===== src/rtl/lt_pkg.sv =====
// package for the four sensor light tracker step core
// field widths, mapping constants, register codes and shared structs
// no dependencies
package lt_pkg;

  localparam int SampleW = 10;
  localparam int AngleW  = 9;
  localparam int TolW    = 7;
  localparam int DelayW  = 7;
  localparam int LevelW  = 10;
  localparam int CfgIdxW = 2;
  localparam int MagW    = 9;

  localparam int LevelMax   = 300;
  localparam int MapInLow   = 10;
  localparam int TolLow     = 5;
  localparam int TolHigh    = 100;
  localparam int DelayHigh  = 100;
  localparam int DelayLow   = 50;
  localparam int DefaultVal = 50;
  localparam int MapSpan    = LevelMax - MapInLow;

  // reciprocal of the map span, exact floor for products below 2^15
  localparam int RecipShift = 24;
  localparam int Recip      = ((1 << RecipShift) + MapSpan - 1) / MapSpan;
  localparam int TolMul     = (TolHigh - TolLow) * Recip;
  localparam int DlyMul     = (DelayHigh - DelayLow) * Recip;
  localparam int ProdW      = 32;

  localparam logic [AngleW-1:0] HorizReset     = AngleW'(90);
  localparam logic [AngleW-1:0] VertReset      = AngleW'(95);
  localparam logic [AngleW-1:0] LimitLowReset  = AngleW'(0);
  localparam logic [AngleW-1:0] LimitHighReset = AngleW'(270);

  typedef enum logic [CfgIdxW-1:0] {
    CfgHorizLow  = 2'd0,
    CfgHorizHigh = 2'd1,
    CfgVertLow   = 2'd2,
    CfgVertHigh  = 2'd3
  } lt_cfg_idx_e;

  typedef struct packed {
    logic [AngleW-1:0] low;
    logic [AngleW-1:0] high;
  } lt_limit_t;

  typedef struct packed {
    logic [SampleW-1:0] top;
    logic [SampleW-1:0] bottom;
    logic [SampleW-1:0] left;
    logic [SampleW-1:0] right;
  } lt_avg_t;

  typedef struct packed {
    logic [TolW-1:0]   tolerance;
    logic [DelayW-1:0] delay_ms;
  } lt_map_t;

endpackage


===== src/rtl/lt_if.sv =====
// valid/ready channel interfaces for sample beats and result beats
// depends on lt_pkg
interface lt_in_if import lt_pkg::*; ();
  logic               valid;
  logic               ready;
  logic [SampleW-1:0] top_left;
  logic [SampleW-1:0] top_right;
  logic [SampleW-1:0] bottom_left;
  logic [SampleW-1:0] bottom_right;

  modport source (output valid, top_left, top_right, bottom_left, bottom_right, input ready);
  modport sink   (input valid, top_left, top_right, bottom_left, bottom_right, output ready);
endinterface

interface lt_out_if import lt_pkg::*; ();
  logic              valid;
  logic              ready;
  logic [AngleW-1:0] horiz_angle;
  logic [AngleW-1:0] vert_angle;
  logic [TolW-1:0]   tolerance;
  logic [DelayW-1:0] delay_ms;

  modport source (output valid, horiz_angle, vert_angle, tolerance, delay_ms, input ready);
  modport sink   (input valid, horiz_angle, vert_angle, tolerance, delay_ms, output ready);
endinterface


===== src/rtl/lt_level_map.sv =====
// pair averages, overall level and level to tolerance/delay mapping
// depends on lt_pkg
module lt_level_map import lt_pkg::*; (
  input  logic [SampleW-1:0] top_left_i,
  input  logic [SampleW-1:0] top_right_i,
  input  logic [SampleW-1:0] bottom_left_i,
  input  logic [SampleW-1:0] bottom_right_i,
  output lt_avg_t            avg_o,
  output lt_map_t            map_o
);

  logic [SampleW:0]   sum_t, sum_b, sum_l, sum_r;
  logic [SampleW+1:0] sum_all;
  logic [LevelW-1:0]  level;
  logic               in_band, above_low;
  logic [LevelW-1:0]  mag_full;
  logic [MagW-1:0]    mag;
  logic [ProdW-1:0]   prod_tol, prod_dly;
  logic [TolW-1:0]    q_tol;
  logic [DelayW-1:0]  q_dly;

  always_comb begin
    sum_t = {1'b0, top_left_i} + {1'b0, top_right_i};
    sum_b = {1'b0, bottom_left_i} + {1'b0, bottom_right_i};
    sum_l = {1'b0, top_left_i} + {1'b0, bottom_left_i};
    sum_r = {1'b0, top_right_i} + {1'b0, bottom_right_i};
    avg_o.top    = sum_t[SampleW:1];
    avg_o.bottom = sum_b[SampleW:1];
    avg_o.left   = sum_l[SampleW:1];
    avg_o.right  = sum_r[SampleW:1];

    sum_all = {2'b00, avg_o.top} + {2'b00, avg_o.bottom}
            + {2'b00, avg_o.left} + {2'b00, avg_o.right};
    level   = sum_all[SampleW+1:2];

    in_band   = (level != '0) && (level < LevelW'(LevelMax));
    above_low = (level >= LevelW'(MapInLow));
    mag_full  = above_low ? (level - LevelW'(MapInLow)) : (LevelW'(MapInLow) - level);
    mag       = mag_full[MagW-1:0];

    // scaled magnitude times span reciprocal, floor is exact in band
    prod_tol = ProdW'(mag) * ProdW'(TolMul);
    prod_dly = ProdW'(mag) * ProdW'(DlyMul);
    q_tol    = prod_tol[RecipShift +: TolW];
    q_dly    = prod_dly[RecipShift +: DelayW];

    if (!in_band) begin
      map_o.tolerance = TolW'(DefaultVal);
      map_o.delay_ms  = DelayW'(DefaultVal);
    end else if (above_low) begin
      map_o.tolerance = TolW'(TolLow) + q_tol;
      map_o.delay_ms  = DelayW'(DelayHigh) - q_dly;
    end else begin
      map_o.tolerance = TolW'(TolLow) - q_tol;
      map_o.delay_ms  = DelayW'(DelayHigh) + q_dly;
    end
  end

endmodule


===== src/rtl/lt_axis_step.sv =====
// one axis: dead band check, one degree step and limit clamp
// depends on lt_pkg
module lt_axis_step import lt_pkg::*; (
  input  logic [AngleW-1:0]  pos_i,
  input  logic [SampleW-1:0] first_i,
  input  logic [SampleW-1:0] second_i,
  input  logic [TolW-1:0]    tol_i,
  input  lt_limit_t          limit_i,
  output logic [AngleW-1:0]  pos_o
);

  logic [SampleW-1:0] diff;
  logic               first_gt, first_lt, outside;
  logic [AngleW:0]    inc;
  logic [AngleW-1:0]  dec;

  always_comb begin
    first_gt = first_i > second_i;
    first_lt = first_i < second_i;
    diff     = first_gt ? (first_i - second_i) : (second_i - first_i);
    outside  = diff > SampleW'(tol_i);
    inc      = {1'b0, pos_i} + (AngleW+1)'(1);
    dec      = pos_i - AngleW'(1);
    pos_o    = pos_i;
    if (outside && first_gt) begin
      pos_o = (inc > {1'b0, limit_i.high}) ? limit_i.high : inc[AngleW-1:0];
    end else if (outside && first_lt) begin
      pos_o = ((pos_i == '0) || (dec < limit_i.low)) ? limit_i.low : dec;
    end
  end

endmodule


===== src/rtl/four_sensor_light_tracker_step_core.sv =====
// Four sensor light tracker step core. Takes one sample beat per clock while
// ready is high and returns one result beat per sample: one register holds
// the samples, the averaging, level mapping and both axis steps then run in
// a single combinational pass into the result register, which also updates
// the stored angles. Sustained rate is one beat per cycle; ready drops only
// while both the sample and result registers are full and the result is not
// taken. Limit registers should be written only while no beat is in flight.
// No clearing pass.
// depends on lt_pkg, lt_if, lt_level_map, lt_axis_step
module four_sensor_light_tracker_step_core import lt_pkg::*; (
  input  logic                clk_i,
  input  logic                rst_ni,
  lt_in_if.sink               in_i,
  lt_out_if.source            out_o,
  input  logic                cfg_we_i,
  input  logic [CfgIdxW-1:0]  cfg_idx_i,
  input  logic [AngleW-1:0]   cfg_wdata_i
);

  logic [SampleW-1:0] tl_q, tr_q, bl_q, br_q;
  logic               s1_valid_q, s1_valid_d;
  logic               out_valid_q, out_valid_d;
  logic [AngleW-1:0]  horiz_q, horiz_d, vert_q, vert_d;
  logic [AngleW-1:0]  out_horiz_q, out_vert_q;
  logic [TolW-1:0]    out_tol_q;
  logic [DelayW-1:0]  out_dly_q;
  lt_limit_t          horiz_lim_q, vert_lim_q;
  lt_avg_t            avg;
  lt_map_t            map;
  logic               s2_ready, advance, in_take;
  lt_cfg_idx_e        cfg_idx;

  assign s2_ready   = !out_valid_q || out_o.ready;
  assign advance    = s1_valid_q && s2_ready;
  assign in_i.ready = !s1_valid_q || s2_ready;
  assign in_take    = in_i.valid && in_i.ready;
  assign cfg_idx    = lt_cfg_idx_e'(cfg_idx_i);

  assign s1_valid_d  = in_take ? 1'b1 : (advance ? 1'b0 : s1_valid_q);
  assign out_valid_d = advance ? 1'b1 : (out_o.ready ? 1'b0 : out_valid_q);

  lt_level_map u_level_map (
    .top_left_i     (tl_q),
    .top_right_i    (tr_q),
    .bottom_left_i  (bl_q),
    .bottom_right_i (br_q),
    .avg_o          (avg),
    .map_o          (map)
  );

  lt_axis_step u_vert_step (
    .pos_i    (vert_q),
    .first_i  (avg.top),
    .second_i (avg.bottom),
    .tol_i    (map.tolerance),
    .limit_i  (vert_lim_q),
    .pos_o    (vert_d)
  );

  lt_axis_step u_horiz_step (
    .pos_i    (horiz_q),
    .first_i  (avg.left),
    .second_i (avg.right),
    .tol_i    (map.tolerance),
    .limit_i  (horiz_lim_q),
    .pos_o    (horiz_d)
  );

  always_ff @(posedge clk_i or negedge rst_ni) begin
    if (!rst_ni) begin
      s1_valid_q  <= 1'b0;
      out_valid_q <= 1'b0;
      horiz_q     <= HorizReset;
      vert_q      <= VertReset;
    end else begin
      s1_valid_q  <= s1_valid_d;
      out_valid_q <= out_valid_d;
      if (advance) begin
        horiz_q <= horiz_d;
        vert_q  <= vert_d;
      end
    end
  end

  always_ff @(posedge clk_i or negedge rst_ni) begin
    if (!rst_ni) begin
      horiz_lim_q.low  <= LimitLowReset;
      horiz_lim_q.high <= LimitHighReset;
      vert_lim_q.low   <= LimitLowReset;
      vert_lim_q.high  <= LimitHighReset;
    end else if (cfg_we_i) begin
      case (cfg_idx)
        CfgHorizLow:  horiz_lim_q.low  <= cfg_wdata_i;
        CfgHorizHigh: horiz_lim_q.high <= cfg_wdata_i;
        CfgVertLow:   vert_lim_q.low   <= cfg_wdata_i;
        CfgVertHigh:  vert_lim_q.high  <= cfg_wdata_i;
        default: ;
      endcase
    end
  end

  always_ff @(posedge clk_i) begin
    if (in_take) begin
      tl_q <= in_i.top_left;
      tr_q <= in_i.top_right;
      bl_q <= in_i.bottom_left;
      br_q <= in_i.bottom_right;
    end
    if (advance) begin
      out_horiz_q <= horiz_d;
      out_vert_q  <= vert_d;
      out_tol_q   <= map.tolerance;
      out_dly_q   <= map.delay_ms;
    end
  end

  assign out_o.valid       = out_valid_q;
  assign out_o.horiz_angle = out_horiz_q;
  assign out_o.vert_angle  = out_vert_q;
  assign out_o.tolerance   = out_tol_q;
  assign out_o.delay_ms    = out_dly_q;

endmodule


===== src/flat_wrapper.sv =====
// flat-port wrapper written by rule: the top's interface ports become plain ports
module four_sensor_light_tracker_step_core_flat import lt_pkg::*;
  (clk_i, rst_ni, cfg_we_i, cfg_idx_i, cfg_wdata_i, in_i_valid, in_i_top_left, in_i_top_right, in_i_bottom_left, in_i_bottom_right, in_i_ready, out_o_valid, out_o_horiz_angle, out_o_vert_angle, out_o_tolerance, out_o_delay_ms, out_o_ready);
  lt_in_if in_i_i ();
  lt_out_if out_o_i ();
  input  logic clk_i;
  input  logic rst_ni;
  input  logic cfg_we_i;
  input  logic [CfgIdxW-1:0] cfg_idx_i;
  input  logic [AngleW-1:0] cfg_wdata_i;
  input wire logic [$bits(in_i_i.valid)-1:0] in_i_valid;
  input wire logic [$bits(in_i_i.top_left)-1:0] in_i_top_left;
  input wire logic [$bits(in_i_i.top_right)-1:0] in_i_top_right;
  input wire logic [$bits(in_i_i.bottom_left)-1:0] in_i_bottom_left;
  input wire logic [$bits(in_i_i.bottom_right)-1:0] in_i_bottom_right;
  output wire logic [$bits(in_i_i.ready)-1:0] in_i_ready;
  output wire logic [$bits(out_o_i.valid)-1:0] out_o_valid;
  output wire logic [$bits(out_o_i.horiz_angle)-1:0] out_o_horiz_angle;
  output wire logic [$bits(out_o_i.vert_angle)-1:0] out_o_vert_angle;
  output wire logic [$bits(out_o_i.tolerance)-1:0] out_o_tolerance;
  output wire logic [$bits(out_o_i.delay_ms)-1:0] out_o_delay_ms;
  input wire logic [$bits(out_o_i.ready)-1:0] out_o_ready;
  assign in_i_i.valid = in_i_valid;
  assign in_i_i.top_left = in_i_top_left;
  assign in_i_i.top_right = in_i_top_right;
  assign in_i_i.bottom_left = in_i_bottom_left;
  assign in_i_i.bottom_right = in_i_bottom_right;
  assign in_i_ready = in_i_i.ready;
  assign out_o_valid = out_o_i.valid;
  assign out_o_horiz_angle = out_o_i.horiz_angle;
  assign out_o_vert_angle = out_o_i.vert_angle;
  assign out_o_tolerance = out_o_i.tolerance;
  assign out_o_delay_ms = out_o_i.delay_ms;
  assign out_o_i.ready = out_o_ready;
  four_sensor_light_tracker_step_core u_core (.clk_i(clk_i), .rst_ni(rst_ni), .in_i(in_i_i), .out_o(out_o_i), .cfg_we_i(cfg_we_i), .cfg_idx_i(cfg_idx_i), .cfg_wdata_i(cfg_wdata_i));
endmodule

===== config.mk =====
export PLATFORM = sky130hd
export DESIGN_NAME = four_sensor_light_tracker_step_core_flat
export DESIGN_NICKNAME = d
export VERILOG_FILES = /design/src/rtl/lt_pkg.sv /design/src/rtl/lt_if.sv /design/src/rtl/lt_level_map.sv /design/src/rtl/lt_axis_step.sv /design/src/rtl/four_sensor_light_tracker_step_core.sv /design/src/flat_wrapper.sv
export SDC_FILE = /design/constraint.sdc
export NUM_CORES = 1
export LEC_CHECK = 0
export BUFFER_PORTS_ARGS = -buffer_cell sky130_fd_sc_hd__buf_4
export CORE_MARGIN = 5
export CORE_UTILIZATION = 45
export CTS_CLUSTER_SIZE = 30
export DETAILED_ROUTE_END_ITERATION = 10
export SLEW_MARGIN = 15
export SYNTH_ARGS = -nofsm -noshare
export SYNTH_HDL_FRONTEND = slang
export SYNTH_SLANG_ARGS = --single-unit
export TNS_END_PERCENT = 1

===== constraint.sdc =====
create_clock -name clk_i -period 19.4 [get_ports clk_i]
set_input_delay 3.88 -clock clk_i [delete_from_list [all_inputs] [get_ports clk_i]]
set_output_delay 3.88 -clock clk_i [all_outputs]
set_load 0.005 [all_outputs]

==> summary by stage <==
Clocking
For the worst-skew pair, the clock arrives at the later sink with an insertion delay of 0.45 ns. The maximum count of clock buffers along a single path is 2. TritonCTS built the clock tree. The clock tree synthesis step divided the H-tree into 4 levels. Hold repair after CTS inserted 0 buffers.

The buffers inserted during post-CTS setup optimization is 0. CTS placed an instance of sky130_fd_sc_hd__clkbuf_16 at the clock tree root. The quantity of gates resized following cts is 0. The sink count of the clock tree is 128.

In this run, CTS created clock tree buffers numbering 17. The clock transition at the registers of the reported paths is about 0.07 ns.

STA
The shortest period the worst path allows is about 16 ns. On the final layout, the worst clock skew is 0.0154 ns. The number of failing setup endpoints in the final timing report is 0.

The smallest setup slack after layout is around 3.8 ns. The total count of max-transition violations in the final report is 0. Static timing analysis puts the maximum clock frequency at 0.0641 GHz.

The final clock period utilization by the worst path is 0.804. The final total negative setup slack is 0 ns. The hold violation total from the final report came to 0. Headroom to the max-slew limit came out at 0.301. Setup repair after global routing left no endpoint under its margin. The slew at the pin closest to its max-slew limit is between 1 and 1.5 ns.

Critical path
The worst setup path is launched from a flip-flop. The slowest stage of the critical path is the sky130_fd_sc_hd__and2_1 cell. Data arrives at the worst endpoint at between 15 and 20 ns. The worst setup path is captured at a flip-flop. The maximum cell stage delay along the critical path is between 0.7 and 0.8 ns. The most numerous cell type found on the critical path is sky130_fd_sc_hd__a21oi_1. The worst path required time is 19.71 ns. The critical-path maximum fanout is 23.

The category of the most critical setup path is flip-flop to flip-flop.

Placed design
At the placement stage, the worst setup path has a slack of between 3 and 4 ns. At the end of routability-driven placement, the weighted congestion stood at 0.894. The count of input and output buffers is between 80 and 90. The post-detailed-placement half-perimeter wirelength is 37200 µm.

Drt
The total wirelength of the detailed-routed design is 45100 µm. The count of routing violations after the opening detailed-route iteration is about 900. The via count normalized by instance count is around 5.5. The average routed wire per standard cell is ~18 µm.

The number of nets with antenna violations after detailed routing is 0. The total DRC errors in the routed layout is 0. The via count is ~14000. The first detailed-routing pass ran for 8 iterations.

Flow run
The number of max-cap violations is 0.

GRT
Global routing finished with a remaining overflow of 0. The number of global-route vias before repair was about 14000. The first global-routing pass estimated roughly 73000 µm of wire. Entering global routing, the biggest net connects 57 pins.

For this run, the total global-route usage over all layers was measured as 0.206. The number of antenna violations at the first check in global routing is 0.

Synth
The share of the Yosys chip area taken by registers is 0.203. Counting flops and latches in the post-synthesis netlist gives ~130. The Yosys step of the flow raised 0 warnings.

Of all flip-flops after synthesis, the portion carrying an async set or reset was 0.438. The synthesized instance count is a little under 2000. The number of distinct library cells after synthesis is 92. Counting every net in the synthesized netlist gives approximately 2400. The area of the mapped netlist is around 18000 µm². Among all flip-flop cells after synthesis, the most frequent one is sky130_fd_sc_hd__edfxtp_1. Counting flops with a built-in enable in the synthesized netlist gives just over 70. A synthesized cell averages approximately 9.1 µm².

Status
The run finished with clean final reports.

Floorplan
The number of placement rows is just over 70. The die outline width is roughly 210 µm. The initial standard-cell utilization of the core is 0.456.

The core region is about 39000 µm². During I/O placement, the number of pins put on the boundary was 90. The area of the die is between 40000 and 50000 µm².

The die height is ~210 µm.

Final layout
In the final layout, the share of cells above drive strength 1 is 0.109. The layout overhead on the synthesized area is 10.3%. In the final design database the tool counted 2465 nets. The fill cell total of the finished layout is ~3700.

Worst hold path
The classification of the worst-slack hold path is flip-flop to flip-flop.
through the flow:
step,hold slack [ns],util,area (µm²),instances
after floorplan,0.457,-,17700,1944
after global placement,0.476,0.487,18900,2513
after detailed placement,0.492,0.487,18900,2513
after CTS,0.511,0.503,19500,2545
after global routing,0.539,0.503,19500,2545
final,0.508,0.503,19500,2546
cells in the mapped netlist (14+ instances only):
library cell | number | share of area
sky130_fd_sc_hd__nor3_1 | 31 | 0.0088
sky130_fd_sc_hd__mux2_2 | 30 | 0.019
sky130_fd_sc_hd__clkbuf_1 | 38 | 0.0081
sky130_fd_sc_hd__inv_1 | 334 | 0.071
sky130_fd_sc_hd__dfrtp_1 | 38 | 0.054
sky130_fd_sc_hd__o21ai_0 | 74 | 0.021
sky130_fd_sc_hd__o211ai_1 | 17 | 0.0072
sky130_fd_sc_hd__a21oi_1 | 127 | 0.036
sky130_fd_sc_hd__o21a_1 | 22 | 0.0093
sky130_fd_sc_hd__or2_2 | 14 | 0.0050
sky130_fd_sc_hd__edfxtp_1 | 72 | 0.12
sky130_fd_sc_hd__nor2b_1 | 21 | 0.0074
sky130_fd_sc_hd__o21bai_1 | 26 | 0.011
sky130_fd_sc_hd__nand2_1 | 103 | 0.022
sky130_fd_sc_hd__mux2i_1 | 29 | 0.016
sky130_fd_sc_hd__fa_1 | 113 | 0.13
sky130_fd_sc_hd__nor2_1 | 81 | 0.017
sky130_fd_sc_hd__and2_1 | 18 | 0.0064
sky130_fd_sc_hd__dfstp_2 | 18 | 0.027
sky130_fd_sc_hd__xnor2_1 | 68 | 0.034
sky130_fd_sc_hd__a21o_1 | 47 | 0.020
sky130_fd_sc_hd__ha_1 | 282 | 0.20
sky130_fd_sc_hd__nand3_1 | 41 | 0.012
sky130_fd_sc_hd__xor2_1 | 38 | 0.019
sky130_fd_sc_hd__nand4_1 | 20 | 0.0071
sky130_fd_sc_hd__nand2b_1 | 21 | 0.0074
cells by family after synthesis:
| logic type | after synthesis | synth area share |
|---|---|---|
| adder cells (fa/ha/maj) | 397 | 0.329 |
| AO/OA/AOI/OAI | 456 | 0.178 |
| flip-flops | 128 | 0.203 |
| multiplexers | 59 | 0.0356 |
| buffers and inverters | 384 | 0.0819 |
| AND/OR/NAND/NOR | 412 | 0.119 |
| XOR/XNOR | 108 | 0.0544 |
registers in the layout, summed over array words and instances (netlist names), 7 cells and up:
signal	count
u_core.tl_q	10
u_core.out_o.tolerance	7
u_core.br_q	10
u_core.bl_q	10
u_core.out_o.vert_angle	9
u_core.out_o.delay_ms	7
u_core.out_o.horiz_angle	9
u_core.horiz_lim_q	18
u_core.tr_q	10
u_core.vert_lim_q	18
u_core.vert_q	9
u_core.horiz_q	9
final cells by class:
cell class                 instances  area, µm²  share of cell area
tap                              518        648              0.0333
inverter                         336       1260              0.0647
antenna                            1       2.50            0.000128
multi-input combinational       1432      12600               0.649
clock buffer                      24        536              0.0275
clock inverter                     8       62.6             0.00321
timing repair buffer              99        743              0.0381
sequential                       128       3590               0.184
path summary, 6_finish.rpt:
kind / startpoint / end / slack [ns] / cells after the start
worst max register to register: u_core.tl_q[1]$_DFFE_PP_ / u_core.out_o.vert_angle[5]$_DFFE_PP_ / 3.79 / 56
worst min register to register: u_core.s1_valid_q$_DFFE_PN0P_ / u_core.out_o.valid$_DFFE_PN0P_ / 0.51 / 1
worst max-delay path: u_core.tl_q[1]$_DFFE_PP_ / u_core.out_o.vert_angle[5]$_DFFE_PP_ / 3.79 / 56
worst min-delay path: u_core.s1_valid_q$_DFFE_PN0P_ / u_core.out_o.valid$_DFFE_PN0P_ / 0.51 / 1
max in group asynchronous: rst_ni / u_core.vert_lim_q[17]$_DFFE_PN0P_ / 15.39 / 1
min in group asynchronous: rst_ni / u_core.horiz_lim_q[16]$_DFFE_PN0P_ / 3.50 / 1
critical path, delay by kind of cell (launching register included):
kind | cells | cell delay [ns]
AOI/OAI and AO/OA | 27 | 6.05
xor gates and xnor gates | 5 | 1.58
adders and majority gates | 11 | 4.90
buffers and inverters | 7 | 0.76
DFF | 1 | 0.46
and+or+nand+nor | 6 | 1.72
metal layers:
layer / vias up / global-route usage / wire [µm]
li1: 6868 / - / -
met1: 6832 / 0.269 / 20200
met2: 317 / 0.367 / 22400
met3: 60 / 0.0220 / 1550
met4: 0 / 0.0539 / 893
met5: - / 0 / 0
cell usage in the layout, fill, tap and decap left out, drive strengths merged, types with 15 or more instances in the layout:
| cell | n |
|---|---|
| nor2 | 81 |
| a21oi | 129 |
| ha | 282 |
| nand3 | 41 |
| nor3 | 31 |
| mux2 | 30 |
| inv | 340 |
| o21ai | 78 |
| dfrtp | 38 |
| and2 | 19 |
| edfxtp | 72 |
| mux2i | 29 |
| or2 | 15 |
| a211oi | 16 |
| clkbuf | 24 |
| nand2b | 21 |
| o211ai | 17 |
| xor2 | 39 |
| a21o | 47 |
| nand4 | 20 |
| fa | 113 |
| xnor2 | 69 |
| dfstp | 18 |
| o21bai | 27 |
| nand2 | 103 |
| buf | 99 |
| o21a | 22 |
| nor2b | 21 |
Power is not shown: default switching activity piles up to over one toggle a cycle in this logic, so the estimate is an artifact.
